==> config.mk <==
export PLATFORM = sky130hd
export DESIGN_NAME = wpc_front
export DESIGN_NICKNAME = d
export VERILOG_FILES = /design/src/rtl/wpc_pkg.sv /design/src/rtl/wpc_front.sv
export SDC_FILE = /design/constraint.sdc
export NUM_CORES = 1
export LEC_CHECK = 0
export BUFFER_PORTS_ARGS = -buffer_cell sky130_fd_sc_hd__buf_4
export CAP_MARGIN = 30
export CORE_UTILIZATION = 30
export CTS_CLUSTER_SIZE = 8
export DETAILED_ROUTE_END_ITERATION = 16
export PLACE_DENSITY = 0.53
export SYNTH_ARGS = -nofsm -noshare
export SYNTH_HDL_FRONTEND = slang
export SYNTH_SLANG_ARGS = --single-unit
==> constraint.sdc <==
create_clock -name clk -period 10.7 [get_ports clk]
set_clock_uncertainty 0.2 [all_clocks]
set_input_delay 0.535 -clock clk [delete_from_list [all_inputs] [get_ports clk]]
set_output_delay 0.535 -clock clk [all_outputs]
set_load 0.02 [all_outputs]
==> src/rtl/wpc_pkg.sv <==
package wpc_pkg;

	localparam int ROUNDS = 10;
	localparam int WORDS = 8;
	localparam int QDEPTH = 2;

	typedef enum logic {
		FUNC_ABSORB = 1'b0,
		FUNC_CLEAR  = 1'b1
	} func_code_t;

	// request passed from front to back
	typedef struct packed {
		logic        clear;
		logic [63:0] word;
	} wpc_req_t;

	typedef enum logic [1:0] {
		ST_LOAD  = 2'd0,
		ST_ROUND = 2'd1,
		ST_EMIT  = 2'd2
	} back_state_t;

	// whirlpool s-box
	localparam logic [7:0] SBOX [256] = '{
		8'h18,8'h23,8'hc6,8'he8,8'h87,8'hb8,8'h01,8'h4f,8'h36,8'ha6,8'hd2,8'hf5,8'h79,8'h6f,8'h91,8'h52,
		8'h60,8'hbc,8'h9b,8'h8e,8'ha3,8'h0c,8'h7b,8'h35,8'h1d,8'he0,8'hd7,8'hc2,8'h2e,8'h4b,8'hfe,8'h57,
		8'h15,8'h77,8'h37,8'he5,8'h9f,8'hf0,8'h4a,8'hda,8'h58,8'hc9,8'h29,8'h0a,8'hb1,8'ha0,8'h6b,8'h85,
		8'hbd,8'h5d,8'h10,8'hf4,8'hcb,8'h3e,8'h05,8'h67,8'he4,8'h27,8'h41,8'h8b,8'ha7,8'h7d,8'h95,8'hd8,
		8'hfb,8'hee,8'h7c,8'h66,8'hdd,8'h17,8'h47,8'h9e,8'hca,8'h2d,8'hbf,8'h07,8'had,8'h5a,8'h83,8'h33,
		8'h63,8'h02,8'haa,8'h71,8'hc8,8'h19,8'h49,8'hd9,8'hf2,8'he3,8'h5b,8'h88,8'h9a,8'h26,8'h32,8'hb0,
		8'he9,8'h0f,8'hd5,8'h80,8'hbe,8'hcd,8'h34,8'h48,8'hff,8'h7a,8'h90,8'h5f,8'h20,8'h68,8'h1a,8'hae,
		8'hb4,8'h54,8'h93,8'h22,8'h64,8'hf1,8'h73,8'h12,8'h40,8'h08,8'hc3,8'hec,8'hdb,8'ha1,8'h8d,8'h3d,
		8'h97,8'h00,8'hcf,8'h2b,8'h76,8'h82,8'hd6,8'h1b,8'hb5,8'haf,8'h6a,8'h50,8'h45,8'hf3,8'h30,8'hef,
		8'h3f,8'h55,8'ha2,8'hea,8'h65,8'hba,8'h2f,8'hc0,8'hde,8'h1c,8'hfd,8'h4d,8'h92,8'h75,8'h06,8'h8a,
		8'hb2,8'he6,8'h0e,8'h1f,8'h62,8'hd4,8'ha8,8'h96,8'hf9,8'hc5,8'h25,8'h59,8'h84,8'h72,8'h39,8'h4c,
		8'h5e,8'h78,8'h38,8'h8c,8'hd1,8'ha5,8'he2,8'h61,8'hb3,8'h21,8'h9c,8'h1e,8'h43,8'hc7,8'hfc,8'h04,
		8'h51,8'h99,8'h6d,8'h0d,8'hfa,8'hdf,8'h7e,8'h24,8'h3b,8'hab,8'hce,8'h11,8'h8f,8'h4e,8'hb7,8'heb,
		8'h3c,8'h81,8'h94,8'hf7,8'hb9,8'h13,8'h2c,8'hd3,8'he7,8'h6e,8'hc4,8'h03,8'h56,8'h44,8'h7f,8'ha9,
		8'h2a,8'hbb,8'hc1,8'h53,8'hdc,8'h0b,8'h9d,8'h6c,8'h31,8'h74,8'hf6,8'h46,8'hac,8'h89,8'h14,8'he1,
		8'h16,8'h3a,8'h69,8'h09,8'h70,8'hb6,8'hd0,8'hed,8'hcc,8'h42,8'h98,8'ha4,8'h28,8'h5c,8'hf8,8'h86
	};

	// multiply by x modulo 0x11d
	function automatic logic [7:0] xtime(input logic [7:0] a);
		xtime = {a[6:0], 1'b0} ^ (a[7] ? 8'h1d : 8'h00);
	endfunction

	// s-box value times the mds row 1,1,4,1,8,5,2,9
	function automatic logic [63:0] lane_word(input logic [7:0] b);
		logic [7:0] s1, s2, s4, s8;
		s1 = SBOX[b];
		s2 = xtime(s1);
		s4 = xtime(s2);
		s8 = xtime(s4);
		lane_word = {s1, s1, s4, s1, s8, s4 ^ s1, s2, s8 ^ s1};
	endfunction

	// gamma, pi and theta on a 512-bit matrix of eight rows
	function automatic logic [WORDS*64-1:0] mix(input logic [WORDS*64-1:0] src);
		logic [WORDS*64-1:0] res;
		logic [63:0] acc, v, w;
		res = '0;
		for (int i = 0; i < WORDS; i++) begin
			acc = '0;
			for (int t = 0; t < WORDS; t++) begin
				v = src[((i + 8 - t) & 7)*64 +: 64];
				w = lane_word(v[(56 - 8*t) +: 8]);
				acc ^= (w >> (8*t)) | ((t == 0) ? 64'd0 : (w << (64 - 8*t)));
			end
			res[i*64 +: 64] = acc;
		end
		mix = res;
	endfunction

	// round constant for round r
	function automatic logic [63:0] round_const(input logic [3:0] r);
		logic [63:0] c;
		logic [7:0] base;
		c = '0;
		base = {1'b0, r, 3'b000};
		for (int j = 0; j < 8; j++)
			c = {c[55:0], SBOX[base + 8'(j)]};
		round_const = c;
	endfunction

endpackage

==> src/rtl/wpc_front.sv <==
module wpc_front (
	input  logic             clk,
	input  logic             arst_n,
	input  logic             valid,
	output logic             ready,
	input  logic             func,
	input  logic [63:0]      msg_word,
	output logic             req_valid,
	input  logic             req_ready,
	output wpc_pkg::wpc_req_t req
);

	wpc_pkg::wpc_req_t fifo_q [wpc_pkg::QDEPTH];
	logic [0:0] wr_ptr_q, rd_ptr_q;
	logic [1:0] cnt_q;
	logic push, pop;

	// classify and queue requests
	assign ready     = (cnt_q != 2'(wpc_pkg::QDEPTH));
	assign push      = valid && ready;
	assign req_valid = (cnt_q != 2'd0);
	assign pop       = req_valid && req_ready;
	assign req       = fifo_q[rd_ptr_q];

	always_ff @(posedge clk) begin
		if (push) begin
			fifo_q[wr_ptr_q].clear <= (func == wpc_pkg::FUNC_CLEAR);
			fifo_q[wr_ptr_q].word  <= msg_word;
		end
	end

	always_ff @(posedge clk or negedge arst_n) begin
		if (!arst_n) begin
			wr_ptr_q <= '0;
			rd_ptr_q <= '0;
			cnt_q    <= '0;
		end else begin
			if (push) wr_ptr_q <= wr_ptr_q + 1'b1;
			if (pop)  rd_ptr_q <= rd_ptr_q + 1'b1;
			cnt_q <= cnt_q + 2'(push) - 2'(pop);
		end
	end

endmodule

==> flow_summary.toml <==
[synthesis]
yosysWarnings = 0
synth_ff_type = "edfxtp_1"
synthCells = 224
post_synth_num_cell_types = 20
synth-seq-cells = 134
avgSynthCellArea_um2 = 22.6
synth_edf_count = 130
ys_seq_area_share_pct = 79.0
mappedNetlistNets = 294
synthArstFlopShare_pct = 2.99
synth.cell_area_um2 = 5070

[grt]
grt_antenna_before_repair = 0
grt_pass1_wl_um = 14000
grt_pass1_vias = 2686
gr-usage-all-layers_pct = 10.9
grt-ovfl-total = 0
grt_max_degree = 66

[placement]
gp_congestion = 0.658
portBuffers = 135
place_ws_ps = 7960
dp.cells = 574
dpl-instance-area_um2 = 6320
place_hpwl_um = 5510

[timing]
hold_viol = 0
relSlewSlack_pct = 49.2
setup_viol = 0
layout_setup_ws_ps = 7590
timing.hold.ws_ps = 109
period_share_pct = 29.0
slew_violations = 0
timing.setup.tns_ps = 0
rsz0062_at_grt = "false"
fmaxAchievable_mhz = 322
period_needed_ps = 3110
worstMarginPinSlew_ps = 762

[cts]
clock_sinks = 134
clk_pin_slew_ps = 60
cts_tree = "built"
cts-htree-levels = 4
cts_made_buffers = 17
cts_root_buf = "clkbuf_16"
ctsLongestPathBuffers = 2
clkLatencyLatePin_ps = 400
post_cts_resize_count = 0

[pwr]
ir_worst_vdd_mv = 0.114
p_seq_share_pct = 37.2
power_frac_clock_pct = 29.6
p_int_mw = 1.46
total_power_mw = 2.07
power_density_nw_per_um2 = 297
p_switching_mw = 0.605
swShare_pct = 29.3
combPwrFrac_pct = 33.1
power.leakage_nw = 2.70

[floorplanning]
die_h_um = 132
die_w_um = 132
dieArea_um2 = 17400
floorplan.rows = 47
start_util_pct = 30.7
num_io_pins = 136
core_area_um2 = 16500

[worst_setup_path]
crit_start = "rd_ptr_q"
worst_setup_path_end_kind = "output port"
crit_path_max_fanout = 40
cp-start-kind = "register"
cp.arrival_ps = 2370
worstPathRequired_ps = 9970
reg2reg_from = "cnt_q[0]"
path_class = "reg2out"
r2r_cells = 4
r2r_setup_slack_ps = 8280
r2r_end = "fifo_q[0][34]"

[cells_and_area]
drive_gt1_share_pct = 60.1
stdcell_count = 608
antenna_cells = 0
finalNetCount = 445
stdcell_area_um2 = 6980
area_growth_pct = 37.7
final_cell_mix = "137 x buf_4, 130 x edfxtp_1, 40 x mux2_4, 25 x mux2_2, 17 x clkbuf_16"
layout_commonest_cell = "buf_4"
fin_util_pct = 42.2

[worst_hold_path]
hold_end = "fifo_q[1][1]"
min-delay-start = "msg_word[1]"
hold-path-cell-count = 1
hold_path_class = "in2reg"

[job]
maxCapViolCount = 0

[routing]
routedWlPerCell_um = 15.0
avgViaCountPerCell = 4.14
drc_errors = 0
wirelength_um = 9090
ant_nets = 0
drt_iter0_markers = 138
route.vias.total = 2515
first_pass_iters = 4

[outcome]
outcome = "finished clean"
cells by family (layout without fill, tap and decap cells):
family	count (synthesis)	count (layout)	share of synthesized area (%)
compound gates	4	4	0.617
xor+xnor	3	3	0.519
fa+ha+maj	1	1	0.247
buf+inv	7	171	1.23
flops	134	134	79.0
mux	65	65	17.4
simple gates	10	10	0.963
worst max-delay path by stage:
stage	end	slack, ps	cells after the start
2_1_floorplan	fifo_q[0][0]	6490	3
3_3_place_gp	req[57]	7960	3
3_5_place_dp	req[57]	7960	3
4_1_cts	req[57]	7510	3
5_1_grt	req[57]	7440	3
6_report	req[57]	7590	3
what timing repair did:
item	4_1_cts	5_1_grt
setup buffers	0	0
hold buffers	1	0
endpoints found under the hold margin	4	0
critical path, cell delays in order (launching register included):
cell and delay, ps:
dfrtp_4 670, buf_4 670, mux2_2 410, buf_4 160
synthesized netlist by cell type (2+ instances only):
master | number | share of area [%]
edfxtp_1 | 130 | 77
buf_2 | 2 | 0.20
nor2_1 | 3 | 0.22
dfrtp_1 | 4 | 2.0
buf_6 | 4 | 0.89
mux2_2 | 25 | 5.6
xnor2_1 | 3 | 0.52
mux2_4 | 40 | 12
nand2_1 | 2 | 0.15
routing by layer:
metal	global-route usage [%]	routed length, um
met2	18.2	4640
met3	5.00	617
met4	4.65	124
met1	12.0	3710
met5	0	0
power groups by stage:
stage / sequential, mW / clock (mW) / combinational [mW]
final: 0.771 / 0.614 / 0.685
after global routing: 0.785 / 0.651 / 0.729
after CTS: 0.776 / 0.631 / 0.695
after detailed placement: 0.786 / 0 / 0.694
after global placement: 0.781 / 0 / 0.692
after floorplan: 0.760 / 0 / 0.470
registers in the layout, summed over array words and instances (netlist names):
signal,cells
wr_ptr_q,1
fifo_q,130
rd_ptr_q,1
cnt_q,2
final cells by class:
type / instances / area (um^2)
multi-input combinational: 83 / 1010
timing repair buffer: 139 / 1060
clock inverter: 11 / 180
sequential: 134 / 4010
tap: 220 / 275
fill: 1483 / 9550
clock buffer: 21 / 440
Note: power is estimated with default switching activity, not from simulation.
